--- config.mk ---
export PLATFORM = sky130hd
export DESIGN_NAME = vario_tone_mapper_top
export DESIGN_NICKNAME = d
export VERILOG_FILES = /design/src/rtl/vtm_pkg.sv /design/src/rtl/vtm_interp.sv /design/src/rtl/vario_tone_mapper_top.sv
export SDC_FILE = /design/constraint.sdc
export NUM_CORES = 2
export LEC_CHECK = 0
export BUFFER_PORTS_ARGS = -buffer_cell sky130_fd_sc_hd__buf_4
export CORE_MARGIN = 4
export CORE_UTILIZATION = 25
export CTS_CLUSTER_DIAMETER = 40
export DETAILED_ROUTE_END_ITERATION = 8
export GPL_ROUTABILITY_DRIVEN = 0
export SYNTH_ARGS = -nofsm -noshare
export SYNTH_HDL_FRONTEND = slang
export SYNTH_SLANG_ARGS = --single-unit
--- constraint.sdc ---
create_clock -name clock -period 16.2 [get_ports clock]
set_clock_uncertainty 0.1 [all_clocks]
set_input_delay 2.43 -clock clock [delete_from_list [all_inputs] [get_ports clock]]
set_output_delay 2.43 -clock clock [all_outputs]
set_load 0.05 [all_outputs]
--- src/rtl/vtm_pkg.sv ---
// ----------------------------------------------------------------------------
// Variometer tone mapper package
// Shared widths, breakpoint tables, segment tables and codes.
// ----------------------------------------------------------------------------
package vtm_pkg;

   // Field widths
   localparam int X_W     = 12;  // climb rate, signed cm/s
   localparam int HZ_W    = 11;  // tone frequency
   localparam int MS_W    = 10;  // millisecond fields
   localparam int MODE_W  = 2;
   localparam int CSR_W   = 12;  // widest register
   localparam int CSR_IDX_W = 3;

   // Breakpoint table geometry
   localparam int ROM_LEN          = 20;
   localparam int DEF_NUM_POINTS   = 20;
   localparam int IDX_W            = $clog2(ROM_LEN);

   // Interpolation datapath widths
   localparam int DXX_W       = 7;   // offset into a segment, at most 100
   localparam int DY_W        = 9;   // signed step between two table entries
   localparam int NUM_W       = 18;  // interpolation numerator, below 2**18
   localparam int RECIP_W     = 21;  // reciprocal of a segment length
   localparam int RECIP_SHIFT = 25;  // NUM_W plus the bits of the longest segment
   localparam int Q_W         = 11;  // interpolated value

   localparam logic signed [X_W-1:0] CLIMB_CLAMP = 12'sd1000;

   typedef int int_rom_type [ROM_LEN];

   localparam int_rom_type BP_X = '{
      0, 20, 40, 60, 80, 100, 125, 150, 175, 200,
      225, 250, 350, 424, 500, 600, 700, 800, 900, 1000
   };
   localparam int_rom_type BP_HZ = '{
      300, 350, 400, 450, 500, 550, 600, 650, 700, 750,
      800, 850, 950, 1050, 1150, 1300, 1450, 1600, 1700, 1800
   };
   localparam int_rom_type BP_MS = '{
      200, 190, 180, 170, 160, 150, 140, 130, 120, 110,
      100, 90, 80, 70, 60, 50, 45, 40, 35, 30
   };

   // ceil(2**RECIP_SHIFT / segment length); entry i covers BP_X[i-1]..BP_X[i]
   localparam int_rom_type SEG_RECIP = '{
      0,
      1677722, 1677722, 1677722, 1677722, 1677722,
      1342178, 1342178, 1342178, 1342178, 1342178, 1342178,
      335545, 453439, 441506,
      335545, 335545, 335545, 335545, 335545
   };

   // Segment length per segment
   function automatic int_rom_type dx_table();
      int_rom_type r;
      r[0] = 0;
      for (int i = 1; i < ROM_LEN; i++) begin
         r[i] = BP_X[i] - BP_X[i-1];
      end
      return r;
   endfunction

   // Left value times segment length per segment
   function automatic int_rom_type base_table(int_rom_type ys);
      int_rom_type r;
      r[0] = 0;
      for (int i = 1; i < ROM_LEN; i++) begin
         r[i] = ys[i-1] * (BP_X[i] - BP_X[i-1]);
      end
      return r;
   endfunction

   // Rise of the value across each segment
   function automatic int_rom_type slope_table(int_rom_type ys);
      int_rom_type r;
      r[0] = 0;
      for (int i = 1; i < ROM_LEN; i++) begin
         r[i] = ys[i] - ys[i-1];
      end
      return r;
   endfunction

   localparam int_rom_type SEG_DX = dx_table();

   typedef enum logic [MODE_W-1:0] {
      MODE_SILENT = 2'd0,
      MODE_CLIMB  = 2'd1,
      MODE_SINK   = 2'd2
   } tone_mode_type;

   typedef enum logic [CSR_IDX_W-1:0] {
      CSR_CLIMB_THR   = 3'd0,
      CSR_SINK_THR    = 3'd1,
      CSR_SINK_HZ     = 3'd2,
      CSR_SINK_PERIOD = 3'd3,
      CSR_IDLE_PERIOD = 3'd4
   } csr_index_type;

   // Stage load strobes handed to the interpolation lanes
   typedef struct packed {
      logic load2;
      logic load3;
   } vtm_ctl_type;

endpackage

--- src/rtl/vtm_interp.sv ---
// ----------------------------------------------------------------------------
// Variometer tone mapper interpolation lane
// Two pipeline stages: numerator build, then reciprocal multiply and floor.
// ----------------------------------------------------------------------------
module vtm_interp import vtm_pkg::*; #(
   parameter int_rom_type Y_TABLE = BP_HZ
) (
   input  logic              clock,
   input  vtm_ctl_type       ctl,
   input  logic [IDX_W-1:0]  seg,
   input  logic [DXX_W-1:0]  dxx,
   output logic [Q_W-1:0]    q
);

   localparam int_rom_type BASE = base_table(Y_TABLE);
   localparam int_rom_type DY   = slope_table(Y_TABLE);
   localparam int PROD_W = DXX_W + 1 + DY_W;
   localparam int SUM_W  = NUM_W + 2;
   localparam int MUL_W  = NUM_W + RECIP_W;

   logic signed [DY_W-1:0]    dy;
   logic signed [DXX_W:0]     dxx_s;
   logic signed [PROD_W-1:0]  prod;
   logic signed [SUM_W-1:0]   sum;
   logic [NUM_W-1:0]          num_in, num_ff;
   logic [IDX_W-1:0]          seg_in, seg_ff;
   logic [MUL_W-1:0]          mul;
   logic [Q_W-1:0]            q_in, q_ff;

   // Stage 2: numerator = left value * length + offset * rise (never negative)
   always_comb begin
      dy     = DY_W'(DY[seg]);
      dxx_s  = {1'b0, dxx};
      prod   = dxx_s * dy;
      sum    = $signed({2'b00, NUM_W'(BASE[seg])})
             + {{(SUM_W-PROD_W){prod[PROD_W-1]}}, prod};
      num_in = sum[NUM_W-1:0];
      seg_in = seg;
   end

   // Stage 3: floor divide by segment length via exact reciprocal
   always_comb begin
      mul  = num_ff * RECIP_W'(SEG_RECIP[seg_ff]);
      q_in = mul[RECIP_SHIFT +: Q_W];
   end

   always_ff @(posedge clock) begin
      if (ctl.load2) begin
         num_ff <= num_in;
         seg_ff <= seg_in;
      end
      if (ctl.load3) begin
         q_ff <= q_in;
      end
   end

   assign q = q_ff;

endmodule

--- src/rtl/vario_tone_mapper_top.sv ---
// ----------------------------------------------------------------------------
// Variometer tone mapper
// Maps one climb-rate sample to one tone command: climb beep, sink tone or idle.
// ----------------------------------------------------------------------------
// The block takes one climb-rate item per clock while req_stall is low and
// returns one tone command per item. It is a four-stage pipeline: threshold
// test and breakpoint search, interpolation numerator, reciprocal multiply,
// and the output register. Each stage holds only while its successor is full
// and stalled, so bubbles close up under rsp_stall and req_stall rises only
// once all four stages hold items. Climb tones come from two fixed breakpoint
// tables (frequency and beep length) interpolated with truncation; silence
// after a beep equals the beep. The user must write registers through the csr
// port only while no item is in flight; the block does not enforce this.
module vario_tone_mapper_top import vtm_pkg::*; #(
   parameter int NUM_POINTS = DEF_NUM_POINTS
) (
   input  logic                      clock,
   input  logic                      reset,
   // request channel
   input  logic                      req_valid,
   output logic                      req_stall,
   input  logic signed [X_W-1:0]     req_climb_rate,
   // response channel
   output logic                      rsp_valid,
   input  logic                      rsp_stall,
   output logic [MODE_W-1:0]         rsp_tone_mode,
   output logic [HZ_W-1:0]           rsp_tone_hz,
   output logic [MS_W-1:0]           rsp_tone_on_ms,
   output logic [MS_W-1:0]           rsp_silence_ms,
   // configuration
   input  logic                      csr_we,
   input  logic [CSR_IDX_W-1:0]      csr_index,
   input  logic [CSR_W-1:0]          csr_wdata
);

   localparam int N_USE = (NUM_POINTS < ROM_LEN) ? NUM_POINTS : ROM_LEN;

   // Configuration registers
   logic signed [X_W-1:0] climb_thr_ff, climb_thr_in;
   logic signed [X_W-1:0] sink_thr_ff, sink_thr_in;
   logic [HZ_W-1:0]       sink_hz_ff, sink_hz_in;
   logic [MS_W-1:0]       sink_period_ff, sink_period_in;
   logic [MS_W-1:0]       idle_period_ff, idle_period_in;

   // Pipeline handshake
   logic v1_ff, v1_in, v2_ff, v2_in, v3_ff, v3_in, v4_ff, v4_in;
   logic ready1, ready2, ready3, ready4;
   vtm_ctl_type ctl;

   // Stage 1
   tone_mode_type         mode1_ff, mode1_in;
   logic signed [X_W-1:0] x1_ff, x1_in;
   logic [IDX_W-1:0]      seg1_ff, seg1_in;
   logic                  lo1_ff, lo1_in, hi1_ff, hi1_in;

   // Stage 2 / 3
   tone_mode_type         mode2_ff, mode3_ff;
   logic [DXX_W-1:0]      dxx;
   logic signed [X_W-1:0] x_left, x_off;
   logic [IDX_W-1:0]      seg_left;
   logic [Q_W-1:0]        q_hz, q_ms;

   // Stage 4 (output register)
   tone_mode_type   mode4_ff, mode4_in;
   logic [HZ_W-1:0] hz4_ff, hz4_in;
   logic [MS_W-1:0] on4_ff, on4_in;
   logic [MS_W-1:0] sil4_ff, sil4_in;

   // Decode register writes
   always_comb begin
      climb_thr_in   = climb_thr_ff;
      sink_thr_in    = sink_thr_ff;
      sink_hz_in     = sink_hz_ff;
      sink_period_in = sink_period_ff;
      idle_period_in = idle_period_ff;
      if (csr_we) begin
         case (csr_index)
            CSR_CLIMB_THR:   climb_thr_in   = $signed(csr_wdata[X_W-1:0]);
            CSR_SINK_THR:    sink_thr_in    = $signed(csr_wdata[X_W-1:0]);
            CSR_SINK_HZ:     sink_hz_in     = csr_wdata[HZ_W-1:0];
            CSR_SINK_PERIOD: sink_period_in = csr_wdata[MS_W-1:0];
            CSR_IDLE_PERIOD: idle_period_in = csr_wdata[MS_W-1:0];
            default: ;
         endcase
      end
   end

   always_ff @(posedge clock) begin
      if (reset) begin
         climb_thr_ff   <= 12'sd20;
         sink_thr_ff    <= -12'sd200;
         sink_hz_ff     <= 11'd150;
         sink_period_ff <= 10'd500;
         idle_period_ff <= 10'd100;
      end else begin
         climb_thr_ff   <= climb_thr_in;
         sink_thr_ff    <= sink_thr_in;
         sink_hz_ff     <= sink_hz_in;
         sink_period_ff <= sink_period_in;
         idle_period_ff <= idle_period_in;
      end
   end

   // Each stage advances when it is empty or its successor advances
   always_comb begin
      ready4    = !v4_ff || !rsp_stall;
      ready3    = !v3_ff || ready4;
      ready2    = !v2_ff || ready3;
      ready1    = !v1_ff || ready2;
      req_stall = !ready1;
      ctl.load2 = ready2;
      ctl.load3 = ready3;
      v1_in     = ready1 ? req_valid : v1_ff;
      v2_in     = ready2 ? v1_ff : v2_ff;
      v3_in     = ready3 ? v2_ff : v3_ff;
      v4_in     = ready4 ? v3_ff : v4_ff;
   end

   // Stage 1: classify, clamp and find the breakpoint segment
   always_comb begin
      if (req_climb_rate >= climb_thr_ff) begin
         mode1_in = MODE_CLIMB;
      end else if (req_climb_rate <= sink_thr_ff) begin
         mode1_in = MODE_SINK;
      end else begin
         mode1_in = MODE_SILENT;
      end
      x1_in  = (req_climb_rate > CLIMB_CLAMP) ? CLIMB_CLAMP : req_climb_rate;
      lo1_in = x1_in <= $signed(X_W'(BP_X[0]));
      hi1_in = x1_in > $signed(X_W'(BP_X[N_USE-1]));
      seg1_in = IDX_W'(N_USE - 1);
      // first breakpoint at or above the rate wins
      for (int i = N_USE - 1; i >= 1; i--) begin
         if (x1_in <= $signed(X_W'(BP_X[i]))) begin
            seg1_in = IDX_W'(i);
         end
      end
   end

   // Stage 2 input: offset into the segment (zero below, full length above)
   always_comb begin
      seg_left = seg1_ff - 1'b1;
      x_left   = $signed(X_W'(BP_X[seg_left]));
      x_off    = x1_ff - x_left;
      if (lo1_ff) begin
         dxx = '0;
      end else if (hi1_ff) begin
         dxx = DXX_W'(SEG_DX[seg1_ff]);
      end else begin
         dxx = x_off[DXX_W-1:0];
      end
   end

   vtm_interp #(.Y_TABLE(BP_HZ)) u_interp_hz (
      .clock (clock),
      .ctl   (ctl),
      .seg   (seg1_ff),
      .dxx   (dxx),
      .q     (q_hz)
   );

   vtm_interp #(.Y_TABLE(BP_MS)) u_interp_ms (
      .clock (clock),
      .ctl   (ctl),
      .seg   (seg1_ff),
      .dxx   (dxx),
      .q     (q_ms)
   );

   // Stage 4: assemble the tone command
   always_comb begin
      mode4_in = mode3_ff;
      case (mode3_ff)
         MODE_CLIMB: begin
            hz4_in  = q_hz[HZ_W-1:0];
            on4_in  = q_ms[MS_W-1:0];
            sil4_in = q_ms[MS_W-1:0];
         end
         MODE_SINK: begin
            hz4_in  = sink_hz_ff;
            on4_in  = sink_period_ff;
            sil4_in = '0;
         end
         default: begin
            hz4_in  = '0;
            on4_in  = '0;
            sil4_in = idle_period_ff;
         end
      endcase
   end

   // Advance valid bits
   always_ff @(posedge clock) begin
      if (reset) begin
         v1_ff <= 1'b0;
         v2_ff <= 1'b0;
         v3_ff <= 1'b0;
         v4_ff <= 1'b0;
      end else begin
         v1_ff <= v1_in;
         v2_ff <= v2_in;
         v3_ff <= v3_in;
         v4_ff <= v4_in;
      end
   end

   // Advance payload
   always_ff @(posedge clock) begin
      if (ready1) begin
         mode1_ff <= mode1_in;
         x1_ff    <= x1_in;
         seg1_ff  <= seg1_in;
         lo1_ff   <= lo1_in;
         hi1_ff   <= hi1_in;
      end
      if (ready2) begin
         mode2_ff <= mode1_ff;
      end
      if (ready3) begin
         mode3_ff <= mode2_ff;
      end
      if (ready4) begin
         mode4_ff <= mode4_in;
         hz4_ff   <= hz4_in;
         on4_ff   <= on4_in;
         sil4_ff  <= sil4_in;
      end
   end

   assign rsp_valid      = v4_ff;
   assign rsp_tone_mode  = mode4_ff;
   assign rsp_tone_hz    = hz4_ff;
   assign rsp_tone_on_ms = on4_ff;
   assign rsp_silence_ms = sil4_ff;

   // Silent command carries no tone
   assert property (@(posedge clock) disable iff (reset)
      (rsp_valid && rsp_tone_mode == MODE_SILENT) |->
         (rsp_tone_hz == '0 && rsp_tone_on_ms == '0))
      else $error("silent command with tone");

   // Climb beep: pause equals beep, values stay within the table span
   assert property (@(posedge clock) disable iff (reset)
      (rsp_valid && rsp_tone_mode == MODE_CLIMB) |->
         (rsp_silence_ms == rsp_tone_on_ms
          && rsp_tone_hz >= 11'd300 && rsp_tone_hz <= 11'd1800
          && rsp_tone_on_ms >= 10'd30 && rsp_tone_on_ms <= 10'd200))
      else $error("climb command outside table span");

   // A stage never loads while it holds an item its successor refused
   assert property (@(posedge clock) disable iff (reset)
      (v4_ff && rsp_stall && v3_ff) |-> req_stall == !ready1 && !ready3)
      else $error("pipeline advanced into a full stage");

endmodule

==> metrics.yaml <==
worst_setup_path:
  timing.rr.start: "u_interp_hz.seg_ff[3]"
  crit_type: "flip-flop to flip-flop"
  path_common_cell: "fa_1"
  cp_slowest_cell: "o31ai_1"
  slowest_delay_ns: 0.66
  worst-path-buf-inv: 8
  path_depth: 28
  r2r_slack_ns: 7.35
  cp.arrival_ns: 8.94
  reg2reg_depth: 28
  critPathMaxFanout: 28
  cp_top_family: "adder cells"
  cp.required_ns: 16.29
  r2r_end: "u_interp_ms.q[9]"
  crit_start: "u_interp_hz.seg_ff[3]"
  cp-end-kind: "flip-flop"
  start_kind: "flip-flop"
synth:
  synth_most_common_cell: "inv_1"
  ys_seq_area_share_pct: 13.3
  synth-seq-cells: 173
  synth-main-ff-cell: "edfxtp_1"
  synthTopCellsByCount: "inv_1 (999), fa_1 (668), nand2_1 (559), ha_1 (319), and2_1 (178)"
  syn-cell-area_mm2: 0.0347
  synth_area_leader_cell: "fa_1"
  synth_area_leaders: "fa_1 (39%), ha_1 (11%), inv_1 (11%)"
  synth-edff-count: 114
  syn_avg_cell_area_um2: 8.90
  async_reset_ff_share_pct: 0
  netlist.area_leader.share_pct: 38.5
  synth_cells: 3903
  ys.warnings.count: 0
  syn-num-nets: 4922
  ys_types: 77
detailed_routing:
  drtIter0Drc: 1794
  route.detailed.wl_per_inst_um: 16.0
  routed_wirelength_mm: 90.5
  vias: 25500
  first_pass_iters: 6
  vias_per_cell: 4.50
  drc: 0
  antenna_left: 0
global_route:
  grt_overflow: 0
  antenna_found_initial: 0
  grt_max_degree: 60
  track_usage_pct: 12.7
  grt_pass1_vias: 27000
  grt_pass1_wl_mm: 149
final_layout:
  layout.nets: 4870
  final_cell_count_no_fill: 5658
  area_growth_pct: 8.66
  final_layout_size_suffix_gt1_share_pct: 4.30
  antenna_cells: 0
placed_design:
  io_buffer_count: 66
  dp_hpwl_mm: 72.1
  place_inst: 5626
cts:
  cts_tree: "done"
  htree_levels: 4
  cts_hold_buf: 0
  cts.repair.resized: 0
  clkLatencyLatePin_ns: 0.45
  clk_pin_slew_ns: 0.07
  cts_sinks: 173
  cts_made_buffers: 17
  post_cts_buffers: 0
  cts_root_buffer: "clkbuf_16"
  cts_max_path_buffers: 2
min_path:
  worstHoldEndpoint: "mode3_ff[1]"
  worstHoldPathCells: 0
  min_path_type: "flip-flop to flip-flop"
  worstHoldStart: "mode2_ff[1]"
floorplan:
  die_area_mm2: 0.145
  ios: 67
  coreArea_mm2: 0.138
  dieWidth_um: 381
  start_util_pct: 25.2
  die_h_um: 381
  rows: 136
sta:
  fmax_ghz: 0.113
  hold_viol_final: 0
  rsz0062_at_grt: "false"
  finalCritPeriodShare_pct: 54.6
  tightestPinTransition_ns: 1.28
  slew_violations: 0
  fin_crit_ns: 8.85
  hold_ws_ns: 0.322
  finalSetupViolations: 0
  slew_headroom_pct: 14.0
  setup-tns-final_ns: 0
outcome:
  status: "finished clean"
job:
  maxCapViolations: 0
## placed cells by master, fill, tap and decap left out, drive strengths merged, types with 6 or more instances in the layout
cell type / count
a211oi: 12
a21o: 34
a21oi: 129
a221oi: 6
a22o: 32
a31oi: 10
and2: 179
and3: 37
buf: 100
clkbuf: 17
dfxtp: 59
edfxtp: 114
fa: 668
ha: 319
inv: 1008
nand2: 559
nand2b: 28
nand3: 27
nand3b: 25
nand4: 7
nor2: 129
nor2b: 20
nor3: 32
nor4: 6
o211ai: 7
o21a: 12
o21ai: 99
o31ai: 10
or2: 18
or3: 9
xnor2: 53
xor2: 16
## area by class of cell
type / instances / area [um2]
fillers: 14600 / 99900
well taps: 1794 / 2240
repair buffers: 100 / 751
clock buffers: 17 / 425
multi-input cells: 2560 / 25800
inverters: 999 / 3750
clock inverters: 15 / 190
flip-flops and latches: 173 / 4600
## registers in the layout, indices dropped and copies added (netlist names), 7 cells and up
register,count
climb_thr_ff,12
idle_period_ff,10
rsp_silence_ms,10
rsp_tone_hz,11
rsp_tone_on_ms,10
sink_hz_ff,11
sink_period_ff,10
sink_thr_ff,12
u_interp_hz.num_ff,17
u_interp_hz.q,11
u_interp_ms.num_ff,18
u_interp_ms.q,10
x1_ff,7
## routing by layer
| metal | GRT usage (%) | up-vias | part of all wire, % |
|---|---|---|---|
| li1 | - | 11700 | - |
| met3 | 1.36 | 107 | 5.4 |
| met2 | 21.4 | 777 | 48 |
| met4 | 3.19 | 0 | 2.2 |
| met1 | 17.4 | 12900 | 44 |
| met5 | 0 | - | 0 |
## logic make-up (layout without fill, tap and decap cells)
group,count (synthesis),after routing,synth area share (%)
AND/OR/NAND/NOR,1094,1094,14.8
AO/OA/AOI/OAI,403,403,7.37
multiplexers,6,6,0.177
buffers and inverters,1170,1131,12.7
other,1,1,0.0108
flip-flops,173,173,13.3
XOR/XNOR,69,69,1.74
adder cells (fa/ha/maj),987,987,50.0
## metrics by stage
step | instance area [um2] | setup WS, ns | util (%)
after floorplan | 34700 | 8.08 | -
after global placement | 37100 | 7.54 | 27.0
after detailed placement | 37100 | 7.49 | 27.0
after CTS | 37700 | 7.42 | 27.4
after global routing | 37700 | 6.79 | 27.4
final | 37700 | 7.35 | 27.4
## worst max-delay path by stage
stage	to	slack [ns]
2_1_floorplan	u_interp_hz.num_ff[17]	8.08
3_3_place_gp	u_interp_ms.q[9]	7.54
3_5_place_dp	u_interp_ms.q[9]	7.49
4_1_cts	u_interp_ms.q[9]	7.42
5_1_grt	u_interp_ms.num_ff[17]	6.79
6_report	u_interp_ms.q[9]	7.35
Power is not shown: default switching activity piles up to over one toggle a cycle in this logic, so the estimate is an artifact.
